$ cat src/sv/btt_pkg.sv
// Shared types and constants for the blocked task timeout table.
// Request, result and state codes, the table entry layout and the
// controller/datapath command and status bundles. No dependencies.
package btt_pkg;

  localparam int DATA_IN_W  = 112;
  localparam int DATA_OUT_W = 80;
  localparam int TOTAL_W    = 5;
  localparam int RATE_W     = 17;
  localparam logic [RATE_W-1:0] RATE_RESET = 17'd1000;

  // x / 1000 == (x * RECIP_1000) >> RECIP_SHIFT, exact for every 32-bit x
  localparam int RECIP_W     = 29;
  localparam int RECIP_SHIFT = 38;
  localparam logic [RECIP_W-1:0] RECIP_1000 = 29'd274877907;

  typedef enum logic [1:0] {
    REQ_BLOCK   = 2'd0,
    REQ_UNBLOCK = 2'd1,
    REQ_SWEEP   = 2'd2,
    REQ_QUERY   = 2'd3
  } req_t;

  typedef enum logic [3:0] {
    RES_BLOCKED   = 4'd0,
    RES_ALREADY   = 4'd1,
    RES_FULL      = 4'd2,
    RES_INVALID   = 4'd3,
    RES_UNBLOCKED = 4'd4,
    RES_NOTFOUND  = 4'd5,
    RES_TIMEDOUT  = 4'd6,
    RES_NONE      = 4'd7,
    RES_FOUND     = 4'd8,
    RES_ABSENT    = 4'd9
  } result_t;

  typedef enum logic [2:0] {
    S_IDLE,
    S_DECODE,
    S_READ,
    S_EVAL,
    S_APPEND,
    S_REPLY
  } state_t;

  typedef enum logic [1:0] {
    MODE_FIND,
    MODE_COUNT,
    MODE_COMPACT
  } mode_t;

  typedef struct packed {
    logic [7:0]  handle;
    logic [2:0]  kind;
    logic [31:0] resource;
    logic [31:0] start;
    logic [31:0] timeout;
  } entry_t;

  typedef struct packed {
    logic    capture;
    logic    scan_init;
    logic    rel_clear;
    logic    rd_issue;
    logic    keep;
    logic    drop;
    logic    rel_dec;
    logic    tally;
    logic    append;
    logic    emit;
    logic    emit_last;
    result_t emit_code;
  } cmd_t;

  typedef struct packed {
    req_t req;
    logic handle_zero;
    logic scan_end;
    logic hit;
    logic expired;
    logic full;
    logic out_free;
    logic rel_zero;
    logic rel_last;
    logic dropped;
  } sts_t;

endpackage

$ cat src/sv/blocked_task_timeout_table.sv
// Block, unblock and query each load one result; a sweep loads one release per
// expired entry (the last one marked last) or a single none result, and every
// result waits until the output register is free (m_axis_tready takes the one before).
// One request is in work at a time; the next is taken once the last result of the
// current one is loaded, after a scan that reads and then evaluates each entry in turn.
// Reset (rst, synchronous) empties the table and sets the tick rate to 1000.
module blocked_task_timeout_table #(
  parameter int MAX_BLOCKED = 16
) (
  input  logic                           clk,
  input  logic                           rst,
  input  logic                           cfg_wr_en,
  input  logic [btt_pkg::RATE_W-1:0]     cfg_wr_data,    // tick_rate_hz
  input  logic                           s_axis_tvalid,
  output logic                           s_axis_tready,
  // handle[7:0], kind[10:8], resource_ident[42:11],
  // wait_ms[74:43], now_tick[106:75], zero fill above
  input  logic [btt_pkg::DATA_IN_W-1:0]  s_axis_tdata,
  input  logic [1:0]                     s_axis_tuser,   // req_type
  output logic                           m_axis_tvalid,
  input  logic                           m_axis_tready,
  // out_handle[7:0], out_kind[10:8], out_resource[42:11],
  // deadline_tick[74:43], blocked_total[79:75]
  output logic [btt_pkg::DATA_OUT_W-1:0] m_axis_tdata,
  output logic [3:0]                     m_axis_tuser,   // status
  output logic                           m_axis_tlast    // last
);

  btt_pkg::cmd_t cmd;
  btt_pkg::sts_t sts;

  btt_ctrl u_ctrl (
    .clk      (clk),
    .rst      (rst),
    .s_tvalid (s_axis_tvalid),
    .s_tready (s_axis_tready),
    .sts      (sts),
    .cmd      (cmd)
  );

  btt_datapath #(
    .MAX_BLOCKED (MAX_BLOCKED)
  ) u_datapath (
    .clk         (clk),
    .rst         (rst),
    .cfg_wr_en   (cfg_wr_en),
    .cfg_wr_data (cfg_wr_data),
    .s_tdata     (s_axis_tdata),
    .s_tuser     (s_axis_tuser),
    .m_tvalid    (m_axis_tvalid),
    .m_tready    (m_axis_tready),
    .m_tdata     (m_axis_tdata),
    .m_tuser     (m_axis_tuser),
    .m_tlast     (m_axis_tlast),
    .cmd         (cmd),
    .sts         (sts)
  );

endmodule

$ cat src/sv/btt_ctrl.sv
// Controller for the blocked task timeout table: request decode and the
// table scan sequencer. Depends on btt_pkg; drives btt_datapath by commands.
module btt_ctrl (
  input  logic          clk,
  input  logic          rst,
  input  logic          s_tvalid,
  output logic          s_tready,
  input  btt_pkg::sts_t sts,
  output btt_pkg::cmd_t cmd
);

  btt_pkg::state_t  state, state_next;
  btt_pkg::mode_t   mode, mode_next;
  btt_pkg::result_t reply, reply_next;

  always_ff @(posedge clk) begin
    if (rst) begin
      state <= btt_pkg::S_IDLE;
      mode  <= btt_pkg::MODE_FIND;
      reply <= btt_pkg::RES_NONE;
    end else begin
      state <= state_next;
      mode  <= mode_next;
      reply <= reply_next;
    end
  end

  always_comb begin
    state_next = state;
    mode_next  = mode;
    reply_next = reply;
    s_tready   = 1'b0;
    cmd        = '0;
    case (state)
      btt_pkg::S_IDLE: begin
        s_tready = 1'b1;
        if (s_tvalid) begin
          cmd.capture = 1'b1;
          state_next  = btt_pkg::S_DECODE;
        end
      end
      btt_pkg::S_DECODE: begin
        case (sts.req)
          btt_pkg::REQ_BLOCK: begin
            if (sts.handle_zero) begin
              reply_next = btt_pkg::RES_INVALID;
              state_next = btt_pkg::S_REPLY;
            end else begin
              cmd.scan_init = 1'b1;
              mode_next     = btt_pkg::MODE_FIND;
              state_next    = btt_pkg::S_READ;
            end
          end
          btt_pkg::REQ_UNBLOCK: begin
            if (sts.handle_zero) begin
              reply_next = btt_pkg::RES_NOTFOUND;
              state_next = btt_pkg::S_REPLY;
            end else begin
              cmd.scan_init = 1'b1;
              mode_next     = btt_pkg::MODE_COMPACT;
              state_next    = btt_pkg::S_READ;
            end
          end
          btt_pkg::REQ_SWEEP: begin
            cmd.scan_init = 1'b1;
            cmd.rel_clear = 1'b1;
            mode_next     = btt_pkg::MODE_COUNT;
            state_next    = btt_pkg::S_READ;
          end
          btt_pkg::REQ_QUERY: begin
            cmd.scan_init = 1'b1;
            mode_next     = btt_pkg::MODE_FIND;
            state_next    = btt_pkg::S_READ;
          end
          default: state_next = btt_pkg::S_IDLE;
        endcase
      end
      btt_pkg::S_READ: begin
        if (sts.scan_end) begin
          case (mode)
            btt_pkg::MODE_FIND: begin
              if (sts.req == btt_pkg::REQ_BLOCK) begin
                if (sts.full) begin
                  reply_next = btt_pkg::RES_FULL;
                  state_next = btt_pkg::S_REPLY;
                end else begin
                  state_next = btt_pkg::S_APPEND;
                end
              end else begin
                reply_next = btt_pkg::RES_ABSENT;
                state_next = btt_pkg::S_REPLY;
              end
            end
            btt_pkg::MODE_COUNT: begin
              if (sts.rel_zero) begin
                reply_next = btt_pkg::RES_NONE;
                state_next = btt_pkg::S_REPLY;
              end else begin
                // second pass: release and compact
                cmd.scan_init = 1'b1;
                mode_next     = btt_pkg::MODE_COMPACT;
              end
            end
            btt_pkg::MODE_COMPACT: begin
              if (sts.req == btt_pkg::REQ_SWEEP) begin
                state_next = btt_pkg::S_IDLE;
              end else begin
                reply_next = sts.dropped ? btt_pkg::RES_UNBLOCKED : btt_pkg::RES_NOTFOUND;
                state_next = btt_pkg::S_REPLY;
              end
            end
            default: state_next = btt_pkg::S_IDLE;
          endcase
        end else begin
          cmd.rd_issue = 1'b1;
          state_next   = btt_pkg::S_EVAL;
        end
      end
      btt_pkg::S_EVAL: begin
        case (mode)
          btt_pkg::MODE_FIND: begin
            if (sts.hit) begin
              reply_next = (sts.req == btt_pkg::REQ_BLOCK) ? btt_pkg::RES_ALREADY
                                                           : btt_pkg::RES_FOUND;
              state_next = btt_pkg::S_REPLY;
            end else begin
              state_next = btt_pkg::S_READ;
            end
          end
          btt_pkg::MODE_COUNT: begin
            cmd.tally  = sts.expired;
            state_next = btt_pkg::S_READ;
          end
          btt_pkg::MODE_COMPACT: begin
            if (sts.req == btt_pkg::REQ_SWEEP) begin
              if (sts.expired) begin
                // hold until the output register can take the release
                if (sts.out_free) begin
                  cmd.drop      = 1'b1;
                  cmd.rel_dec   = 1'b1;
                  cmd.emit      = 1'b1;
                  cmd.emit_code = btt_pkg::RES_TIMEDOUT;
                  cmd.emit_last = sts.rel_last;
                  state_next    = btt_pkg::S_READ;
                end
              end else begin
                cmd.keep   = 1'b1;
                state_next = btt_pkg::S_READ;
              end
            end else begin
              cmd.drop   = sts.hit;
              cmd.keep   = !sts.hit;
              state_next = btt_pkg::S_READ;
            end
          end
          default: state_next = btt_pkg::S_IDLE;
        endcase
      end
      btt_pkg::S_APPEND: begin
        if (sts.out_free) begin
          cmd.append    = 1'b1;
          cmd.emit      = 1'b1;
          cmd.emit_code = btt_pkg::RES_BLOCKED;
          cmd.emit_last = 1'b1;
          state_next    = btt_pkg::S_IDLE;
        end
      end
      btt_pkg::S_REPLY: begin
        if (sts.out_free) begin
          cmd.emit      = 1'b1;
          cmd.emit_code = reply;
          cmd.emit_last = 1'b1;
          state_next    = btt_pkg::S_IDLE;
        end
      end
      default: state_next = btt_pkg::S_IDLE;
    endcase
  end

  a_eval_after_read: assert property (@(posedge clk) disable iff (rst)
    (state == btt_pkg::S_EVAL) |-> ($past(state) == btt_pkg::S_READ || $past(state) == btt_pkg::S_EVAL))
    else $error("eval entered without a table read");

  a_release_emits: assert property (@(posedge clk) disable iff (rst)
    cmd.rel_dec |-> (cmd.emit && cmd.drop && mode == btt_pkg::MODE_COMPACT))
    else $error("sweep release without a result");

endmodule

$ cat src/sv/btt_datapath.sv
// Datapath for the blocked task timeout table: request registers, the
// entry memory kept in blocking order, the tick converter and the output
// register. Depends on btt_pkg; sequenced by btt_ctrl.
module btt_datapath #(
  parameter int MAX_BLOCKED = 16
) (
  input  logic                               clk,
  input  logic                               rst,
  input  logic                               cfg_wr_en,
  input  logic [btt_pkg::RATE_W-1:0]         cfg_wr_data,
  input  logic [btt_pkg::DATA_IN_W-1:0]      s_tdata,
  input  logic [1:0]                         s_tuser,
  output logic                               m_tvalid,
  input  logic                               m_tready,
  output logic [btt_pkg::DATA_OUT_W-1:0]     m_tdata,
  output logic [3:0]                         m_tuser,
  output logic                               m_tlast,
  input  btt_pkg::cmd_t                      cmd,
  output btt_pkg::sts_t                      sts
);

  localparam int AW     = (MAX_BLOCKED > 1) ? $clog2(MAX_BLOCKED) : 1;
  localparam int CW     = $clog2(MAX_BLOCKED + 1);
  localparam int PROD_W = 32 + btt_pkg::RECIP_W;
  localparam logic [CW-1:0] MAX_CNT = CW'(MAX_BLOCKED);

  logic [btt_pkg::RATE_W-1:0] tick_rate;

  btt_pkg::req_t req;
  logic [7:0]    req_handle;
  logic [2:0]    req_kind;
  logic [31:0]   req_resource;
  logic [31:0]   req_ms;
  logic [31:0]   req_now;

  btt_pkg::entry_t mem [MAX_BLOCKED];
  btt_pkg::entry_t rd_data;
  btt_pkg::entry_t new_entry;

  logic [CW-1:0] count, count_next;
  logic [CW-1:0] rd_ptr, wr_ptr, n_scan, rel_cnt;
  logic          dropped;

  logic [31:0]       prod_ms;
  logic [PROD_W-1:0] prod_div;
  logic [31:0]       ticks;
  logic [31:0]       elapsed;
  logic              out_free;

  btt_pkg::result_t code;

  always_ff @(posedge clk) begin
    if (rst) begin
      tick_rate <= btt_pkg::RATE_RESET;
    end else if (cfg_wr_en) begin
      tick_rate <= cfg_wr_data;
    end
  end

  always_ff @(posedge clk) begin
    if (cmd.capture) begin
      req          <= btt_pkg::req_t'(s_tuser);
      req_handle   <= s_tdata[7:0];
      req_kind     <= s_tdata[10:8];
      req_resource <= s_tdata[42:11];
      req_ms       <= s_tdata[74:43];
      req_now      <= s_tdata[106:75];
    end
  end

  // ms * rate wraps to 32 bits, then divide by 1000 through the reciprocal
  always_ff @(posedge clk) begin
    prod_ms  <= req_ms * 32'(tick_rate);
    prod_div <= PROD_W'(prod_ms) * PROD_W'(btt_pkg::RECIP_1000);
  end

  assign ticks = 32'(prod_div[PROD_W-1:btt_pkg::RECIP_SHIFT]);

  always_comb begin
    new_entry.handle   = req_handle;
    new_entry.kind     = req_kind;
    new_entry.resource = req_resource;
    new_entry.start    = req_now;
    new_entry.timeout  = (req_ms == 32'd0) ? 32'd0 : ticks;
  end

  always_ff @(posedge clk) begin
    if (cmd.append) begin
      mem[count[AW-1:0]] <= new_entry;
    end else if (cmd.keep) begin
      mem[wr_ptr[AW-1:0]] <= rd_data;
    end
    if (cmd.rd_issue) begin
      rd_data <= mem[rd_ptr[AW-1:0]];
    end
  end

  always_comb begin
    count_next = count;
    if (cmd.append) begin
      count_next = count + CW'(1);
    end else if (cmd.drop) begin
      count_next = count - CW'(1);
    end
  end

  always_ff @(posedge clk) begin
    if (rst) begin
      count   <= '0;
      rd_ptr  <= '0;
      wr_ptr  <= '0;
      n_scan  <= '0;
      rel_cnt <= '0;
      dropped <= 1'b0;
    end else begin
      count <= count_next;
      if (cmd.scan_init) begin
        rd_ptr  <= '0;
        wr_ptr  <= '0;
        n_scan  <= count;
        dropped <= 1'b0;
      end else begin
        if (cmd.rd_issue) begin
          rd_ptr <= rd_ptr + CW'(1);
        end
        if (cmd.keep) begin
          wr_ptr <= wr_ptr + CW'(1);
        end
        if (cmd.drop) begin
          dropped <= 1'b1;
        end
      end
      if (cmd.rel_clear) begin
        rel_cnt <= '0;
      end else if (cmd.tally) begin
        rel_cnt <= rel_cnt + CW'(1);
      end else if (cmd.rel_dec) begin
        rel_cnt <= rel_cnt - CW'(1);
      end
    end
  end

  assign elapsed  = req_now - rd_data.start;
  assign out_free = !m_tvalid || m_tready;

  always_comb begin
    sts.req         = req;
    sts.handle_zero = (req_handle == 8'd0);
    sts.scan_end    = (rd_ptr == n_scan);
    sts.hit         = (rd_data.handle == req_handle);
    sts.expired     = (rd_data.timeout != 32'd0) && (elapsed >= rd_data.timeout);
    sts.full        = (count >= MAX_CNT);
    sts.out_free    = out_free;
    sts.rel_zero    = (rel_cnt == '0);
    sts.rel_last    = (rel_cnt == CW'(1));
    sts.dropped     = dropped;
  end

  assign code = cmd.emit_code;

  always_ff @(posedge clk) begin
    if (rst) begin
      m_tvalid <= 1'b0;
    end else if (cmd.emit) begin
      m_tvalid <= 1'b1;
    end else if (m_tready) begin
      m_tvalid <= 1'b0;
    end
  end

  always_ff @(posedge clk) begin
    if (cmd.emit) begin
      m_tuser <= code;
      m_tlast <= cmd.emit_last;
      case (code)
        btt_pkg::RES_TIMEDOUT: m_tdata[7:0] <= rd_data.handle;
        btt_pkg::RES_NONE:     m_tdata[7:0] <= 8'd0;
        default:               m_tdata[7:0] <= req_handle;
      endcase
      if (code == btt_pkg::RES_FOUND) begin
        m_tdata[10:8]  <= rd_data.kind;
        m_tdata[42:11] <= rd_data.resource;
      end else begin
        m_tdata[10:8]  <= 3'd0;
        m_tdata[42:11] <= 32'd0;
      end
      if (code == btt_pkg::RES_BLOCKED && req_ms != 32'd0) begin
        m_tdata[74:43] <= req_now + ticks;
      end else begin
        m_tdata[74:43] <= 32'd0;
      end
      m_tdata[79:75] <= btt_pkg::TOTAL_W'(count_next);
    end
  end

  a_count_bound: assert property (@(posedge clk) disable iff (rst)
    count <= MAX_CNT)
    else $error("table count beyond capacity");

  a_compact_order: assert property (@(posedge clk) disable iff (rst)
    cmd.keep |-> (wr_ptr < rd_ptr))
    else $error("compaction write overtakes the read pointer");

  a_emit_free: assert property (@(posedge clk) disable iff (rst)
    cmd.emit |-> out_free)
    else $error("result loaded over a waiting result");

  a_append_room: assert property (@(posedge clk) disable iff (rst)
    cmd.append |=> (count == $past(count) + CW'(1)) && (count <= MAX_CNT))
    else $error("append into a full table");

endmodule
$ cat config.mk
export PLATFORM = sky130hd
export DESIGN_NAME = blocked_task_timeout_table
export DESIGN_NICKNAME = d
export VERILOG_FILES = /design/src/sv/btt_pkg.sv /design/src/sv/blocked_task_timeout_table.sv /design/src/sv/btt_ctrl.sv /design/src/sv/btt_datapath.sv
export SDC_FILE = /design/constraint.sdc
export NUM_CORES = 2
export LEC_CHECK = 0
export BUFFER_PORTS_ARGS = -buffer_cell sky130_fd_sc_hd__buf_2
export CORE_MARGIN = 2
export CORE_UTILIZATION = 45
export DETAILED_ROUTE_END_ITERATION = 10
export HOLD_SLACK_MARGIN = 0.08
export PLACE_DENSITY_LB_ADDON = 0.05
export SETUP_SLACK_MARGIN = 0.4
export SLEW_MARGIN = 0
export SYNTH_ARGS = -nofsm -noshare
export SYNTH_HDL_FRONTEND = slang
export SYNTH_SLANG_ARGS = --single-unit
$ cat constraint.sdc
create_clock -name clk -period 13.6 [get_ports clk]
set_clock_uncertainty 0.05 [all_clocks]
set_input_delay 0 -clock clk [delete_from_list [all_inputs] [get_ports clk]]
set_output_delay 0 -clock clk [all_outputs]
set_load 0.01 [all_outputs]
Word level (Yosys, flattened, before mapping)
Memory sizes are Yosys's and may differ from the RTL's. A register that Yosys moved wholly into a read port is not among the register bits. Index checks and enable logic that the tools add are counted.

Add/sub/neg operators: 8. $mul: 2. Order comparisons: 2. Equality and inequality tests: 34. Muxes and demuxes: 82. Reductions and logical operators: 27.

Operator list (count): 107-bit two-way mux (1); 107-bit OR reduction (1); 32-bit nonzero test (2); 32-bit by 29-bit multiplier with 61-bit output, second input constant (1); 4-bit two-way mux (12); 3-bit two-way mux (11); 32-bit by 23-bit adder with 32-bit output (1); 32-bit greater-or-equal comparator (1); 32-bit zero test (1); 32-bit by 17-bit multiplier with 32-bit output (1); 32-bit subtractor (1); 6-bit two-way mux (5); 1-bit two-way mux (26); 4-bit one-hot mux with 3 select lines (2); 23-bit two-way mux (1); 5-bit by 1-bit adder with 5-bit output, second input constant (4); 5-bit two-way mux (4); 3-bit != test, second input constant (6); 3-bit one-hot mux with 3 select lines (2); 6-bit one-hot mux with 3 select lines (1); 2-bit two-way mux (8); 8-bit one-hot mux with 2 select lines (1); 3-bit one-hot mux with 5 select lines (1); 11-bit AND reduction (1); other kinds (37) (60).

Bits in registers: 340. RAM bits: 1712. Input bits: 136. Output and inout bits: 87. Word-level logic and storage cells: 180. Memories: 1.

Memory list: u_datapath.mem (words 16, bits a word 107, rd ports 1, clocked after Yosys merged registers in 1, write ports 1, RTL line btt_datapath.sv:36) `btt_pkg::entry_t mem [MAX_BLOCKED];`.

Depth between registers and ports, before layout
Depth in word-level cells: 12. Mapped depth: 27. Gate-level depth less buffers: 27.

By module
A second synthesis with hierarchy kept.

Cell total of the unflattened synthesis: 6768. Area total of the unflattened synthesis: 108192.5 um^2.

Modules (own cells, without submodules): btt_datapath (times used 1, cells an instance 6643, area an instance 107259.1 um^2, sequential area each 62409.9 um^2); btt_ctrl (times used 1, cells an instance 125, area an instance 933.4 um^2, sequential area each 180.2 um^2).

Least setup slack after synthesis
Ideal clock, no wire load.

Path type: reg2reg. From: register u_datapath.req_now[0]. To: memory u_datapath.mem[2][0] in the netlist's numbering (enable). Library setup time: 0.731 ns. Data arrival time: 12.086 ns. Data required time: 12.819 ns. Setup slack: 0.733 ns. Stages on the path, launching flop included: 26. Buffers on the path: 1. Period minus slack after synthesis: 12.867 ns. Cells stage by stage: edfxtp_1 -> inv_1 -> ha_1 -> inv_1 -> fa_1 -> a21o_1 -> a21oi_1 -> o21ai_0 -> nand3_1 -> a31oi_1 -> and2_1 -> a41oi_1 -> o21bai_1 -> xor2_1 -> ha_1 -> a21o_1 -> a21o_1 -> a21oi_1 -> o31a_1 -> o21ai_0 -> a21oi_1 -> o21ai_1 -> nor2_2 -> buf_2 -> nand3b_1 -> o31ai_1.

Word-level cells in the longest chain between the ends: 12. Elaborated cells on any way between the ends: 13. Classes of those cells: add/sub: 1; order compare: 1; mux: 9; reduce/logical: 2.

RTL lines: from (decl) (RTL line btt_datapath.sv:34) `logic [31:0] req_now;`; from (signal assigned) (RTL line btt_datapath.sv:67) `req_now <= s_tdata[106:75];`; 32-bit subtractor * (RTL line btt_datapath.sv:143) `assign elapsed = req_now - rd_data.start;`; 32-bit greater-or-equal comparator * (RTL line btt_datapath.sv:151) `sts.expired = (rd_data.timeout != 32'd0) && (elapsed >= rd_data.timeout);`; 1-bit logical AND * (RTL line btt_datapath.sv:151); 1-bit two-way mux * (RTL line btt_ctrl.sv:136) `if (sts.expired) begin`; 2-bit two-way mux * (RTL line btt_ctrl.sv:135) `if (sts.req == btt_pkg::REQ_SWEEP) begin`; 3-bit two-way mux * (RTL line btt_ctrl.sv:120) `case (mode)`; 4-bit two-way mux * (RTL line btt_ctrl.sv:34) `case (state)`; 1-bit two-way mux * (RTL line btt_datapath.sv:90) `end else if (cmd.keep) begin`; 1-bit two-way mux * (RTL line btt_datapath.sv:88) `if (cmd.append) begin`; 1-bit two-way mux (implied by the code) * (RTL line btt_datapath.sv:91) `mem[wr_ptr[AW-1:0]] <= rd_data;`; 107-bit OR reduction (no line); 4-bit two-way mux (no line) / 1-bit two-way mux (equally long branches); to (decl) (RTL line btt_datapath.sv:36).

Every way passes the cells marked *; elsewhere a longest branch is shown, timed or not.

Final worst setup path
From: register u_datapath.req_now[1]. To: memory u_datapath.mem[7][22] in the netlist's numbering (enable).

Same word-level chain as after synthesis.

==> run_results.csv <==
group,metric,value,unit
run_status,outcome,"complete, no violations",
placed_design,place_hpwl,175000,microns
yosys,synth.yosys.seq_area_share,57.8,%
flow_run,maxCapViolations,0,
routing,ant_nets,0,
cells_and_area,area_delta_synth_final,14.6,%
cts,postCtsHoldBufs,284,
cts,cts_root_buf,"clkbuf_16",
global_routing,antenna_found_initial,10,
yosys,synthArstFlopShare,0,%
global_routing,grt_max_degree,129,
routing,firstDrtPassIters,7,
cts,path_clk_slew,0.06,ns
sta,worst_slew_pin_slew,1.25,ns
yosys,synth_edf_count,2013,
sta,post-route-period-util,65.5,%
worst_setup_path,criticalPathCategory,"register to register",
global_routing,grt_pass1_wl,419000,microns
yosys,synth_area_leaders,"edfxtp_1 (56%), fa_1 (11%), mux4_2 (11%)",
sta,tns,0,ns
cells_and_area,multi_input_area,41500,sq um
yosys,yosysTopAreaCell,"edfxtp_1",
cells_and_area,final_common_cell,"edfxtp_1",
global_routing,grt_usage,23.5,%
die,ios,223,
yosys,syn_area,108000,sq um
cells_and_area,nets,8634,
yosys,avgSynthCellArea,16.2,sq um
routing,wl_met3,10100,microns
die,rows,180,
worst_setup_path,arrival,9.33,ns
yosys,ys.flop_type,"edfxtp_1",
yosys,synth.top_cell.area_share,55.8,%
worst_setup_path,end_kind,"register",
routing,drt_drc_violations_left,0,
cts,post-cts-setup-buffers,0,
cts,cts_tree,"done",
routing,dr.max_layer_used,"met5",
routing,wirelength,283000,microns
die,start_util,45.2,%
hold_path,hp-class,"input pin to register",
worst_setup_path,start_kind,"register",
global_routing,overflow,0,
sta,rsz0062_at_grt,"false",
cells_and_area,finalInstanceArea,124000,sq um
sta,slew_headroom,16.3,%
sta,finalHoldViolCount,0,
cts,htree_levels,4,
routing,vias_per_cell,5.46,
routing,wl_met1,117000,microns
cts,clock_latency,0.87,ns
cells_and_area,regArea,62600,sq um
routing,wl_per_cell,26.4,microns
routing,num_vias,58433,
sta,period_needed,8.91,ns
cts,cts_buffer_depth,3,
placed_design,globalplace.congestion,0.852,
cells_and_area,layout_common_cells,"edfxtp_1 (2,013), inv_1 (945), fa_1 (619), ha_1 (553), mux4_2 (535)",
die,fp.coreArea,240000,sq um
cts,clkSinkCount,2120,
yosys,synthCells,6701,
sta,fmax,0.112,GHz
cells_and_area,fill_cells,19714,
die,die_area,245000,sq um
sta,slew_violations,0,
yosys,ys_seq_elements,2120,
placed_design,place_area,114000,sq um
cts,cts_resized,0,
yosys,ys_types,78,
cts,cts_buffers,219,
routing,drt_iter0_markers,4408,
placed_design,io_buffers,217,
cells_and_area,drive_gt1_share,17.9,%
worst_setup_path,cp.required,14.02,ns
global_routing,grt_pass1_vias,62878,
worst_setup_path,critPathMaxFanout,32,
routing,wl_met2,149000,microns
die,die_height,495,microns
yosys,yosysWarnings,0,
die,die_x,495,microns
sta,setup_viol,0,
yosys,synth_nets,8009,
through the flow:
step | hold WS [ns] | worst slack, ns | util (%) | std cells
finish | 0.229 | 4.69 | 51.7 | 10710
global placement | 0.126 | 4.58 | 47.5 | 10006
global route | 0.198 | 4.11 | 51.7 | 10707
detailed placement | 0.128 | 4.60 | 47.5 | 10006
CTS | 0.133 | 4.55 | 51.7 | 10705
floorplan | 0.0489 | 0.733 | - | 6701
cells in the mapped netlist (24+ instances only):
master / n
mux2i_1: 25
o21ai_0: 88
nor3_1: 42
mux4_2: 535
nor2_1: 151
inv_1: 945
a21o_1: 53
edfxtp_1: 2013
xnor2_1: 95
dfxtp_1: 107
nand4_1: 24
and2_1: 153
nand3_1: 29
clkbuf_1: 177
a21oi_1: 124
mux2_2: 72
xor2_1: 55
nor4_1: 27
nor2b_1: 25
buf_1: 55
nand2_1: 469
ha_1: 553
fa_1: 619
logic make-up after synthesis:
group / synth area share, %
muxes: 12.1
AOI/OAI and AO/OA: 2.61
adders and majority gates: 17.8
buffers and inverters: 4.14
DFF: 57.8
and+or+nand+nor: 4.32
xor gates and xnor gates: 1.21
worst paths after layout:
path	startpoint	to	slack [ns]	cells past startpoint
hold reg to reg	u_datapath.dropped	u_datapath.dropped	0.44	2
setup reg to reg	u_datapath.req_now[1]	u_datapath.mem[7][22]	4.69	23
hold / removal	cfg_wr_en	u_datapath.tick_rate[6]	0.23	4
setup / recovery	u_datapath.req_now[1]	u_datapath.mem[7][22]	4.69	23
critical path, cell delays in order, from the launching register on:
cell and delay [ns]:
edfxtp_1 0.46, ha_1 0.32, nor2b_1 0.14, o31a_1 0.28
o21bai_1 0.20, a21oi_1 0.13, o311ai_1 0.50, nand2_1 0.19
a21o_1 0.21, a21oi_1 0.18, xnor2_1 0.17, ha_1 0.28
a21o_1 0.18, a21o_1 0.17, a21oi_1 0.14, o31a_1 0.12
o21ai_0 0.08, a21oi_1 0.64, o21ai_1 0.34, nor2_4 0.84
nand3_1 0.51, o22ai_4 0.99, buf_4 0.66, buf_4 0.69
flip-flops by register name (all words and copies together) (netlist names), 5 cells and up:
signal and count:
u_datapath.prod_ms 32, u_datapath.rd_ptr 5, u_datapath.prod_div 23, u_datapath.rel_cnt 5, u_datapath.tick_rate 17, u_datapath.rd_data 107, u_datapath.n_scan 5, u_datapath.req_now 32
u_datapath.m_tdata 80, u_datapath.mem 1712, u_datapath.count 5, u_datapath.req_handle 8, u_datapath.req_ms 32, u_datapath.req_resource 32
final cells by class:
class	instances	share of cell area [%]
sequential	2120	50.4
multi-input combinational	3391	33.4
clock buffer	263	4.57
timing repair buffer	649	4.15
tap	3185	3.21
inverter	945	2.86
clock inverter	152	1.33
antenna	5	0.0101
layer usage:
layer | vias to the layer above | global-route usage, %
met2 | 1257 | 41.9
met4 | 2 | 5.57
li1 | 25628 | -
met1 | 31163 | 30.6
met3 | 383 | 2.64
met5 | - | 0
Power is not shown: default switching activity piles up to over one toggle a cycle in this logic, so the estimate is an artifact.
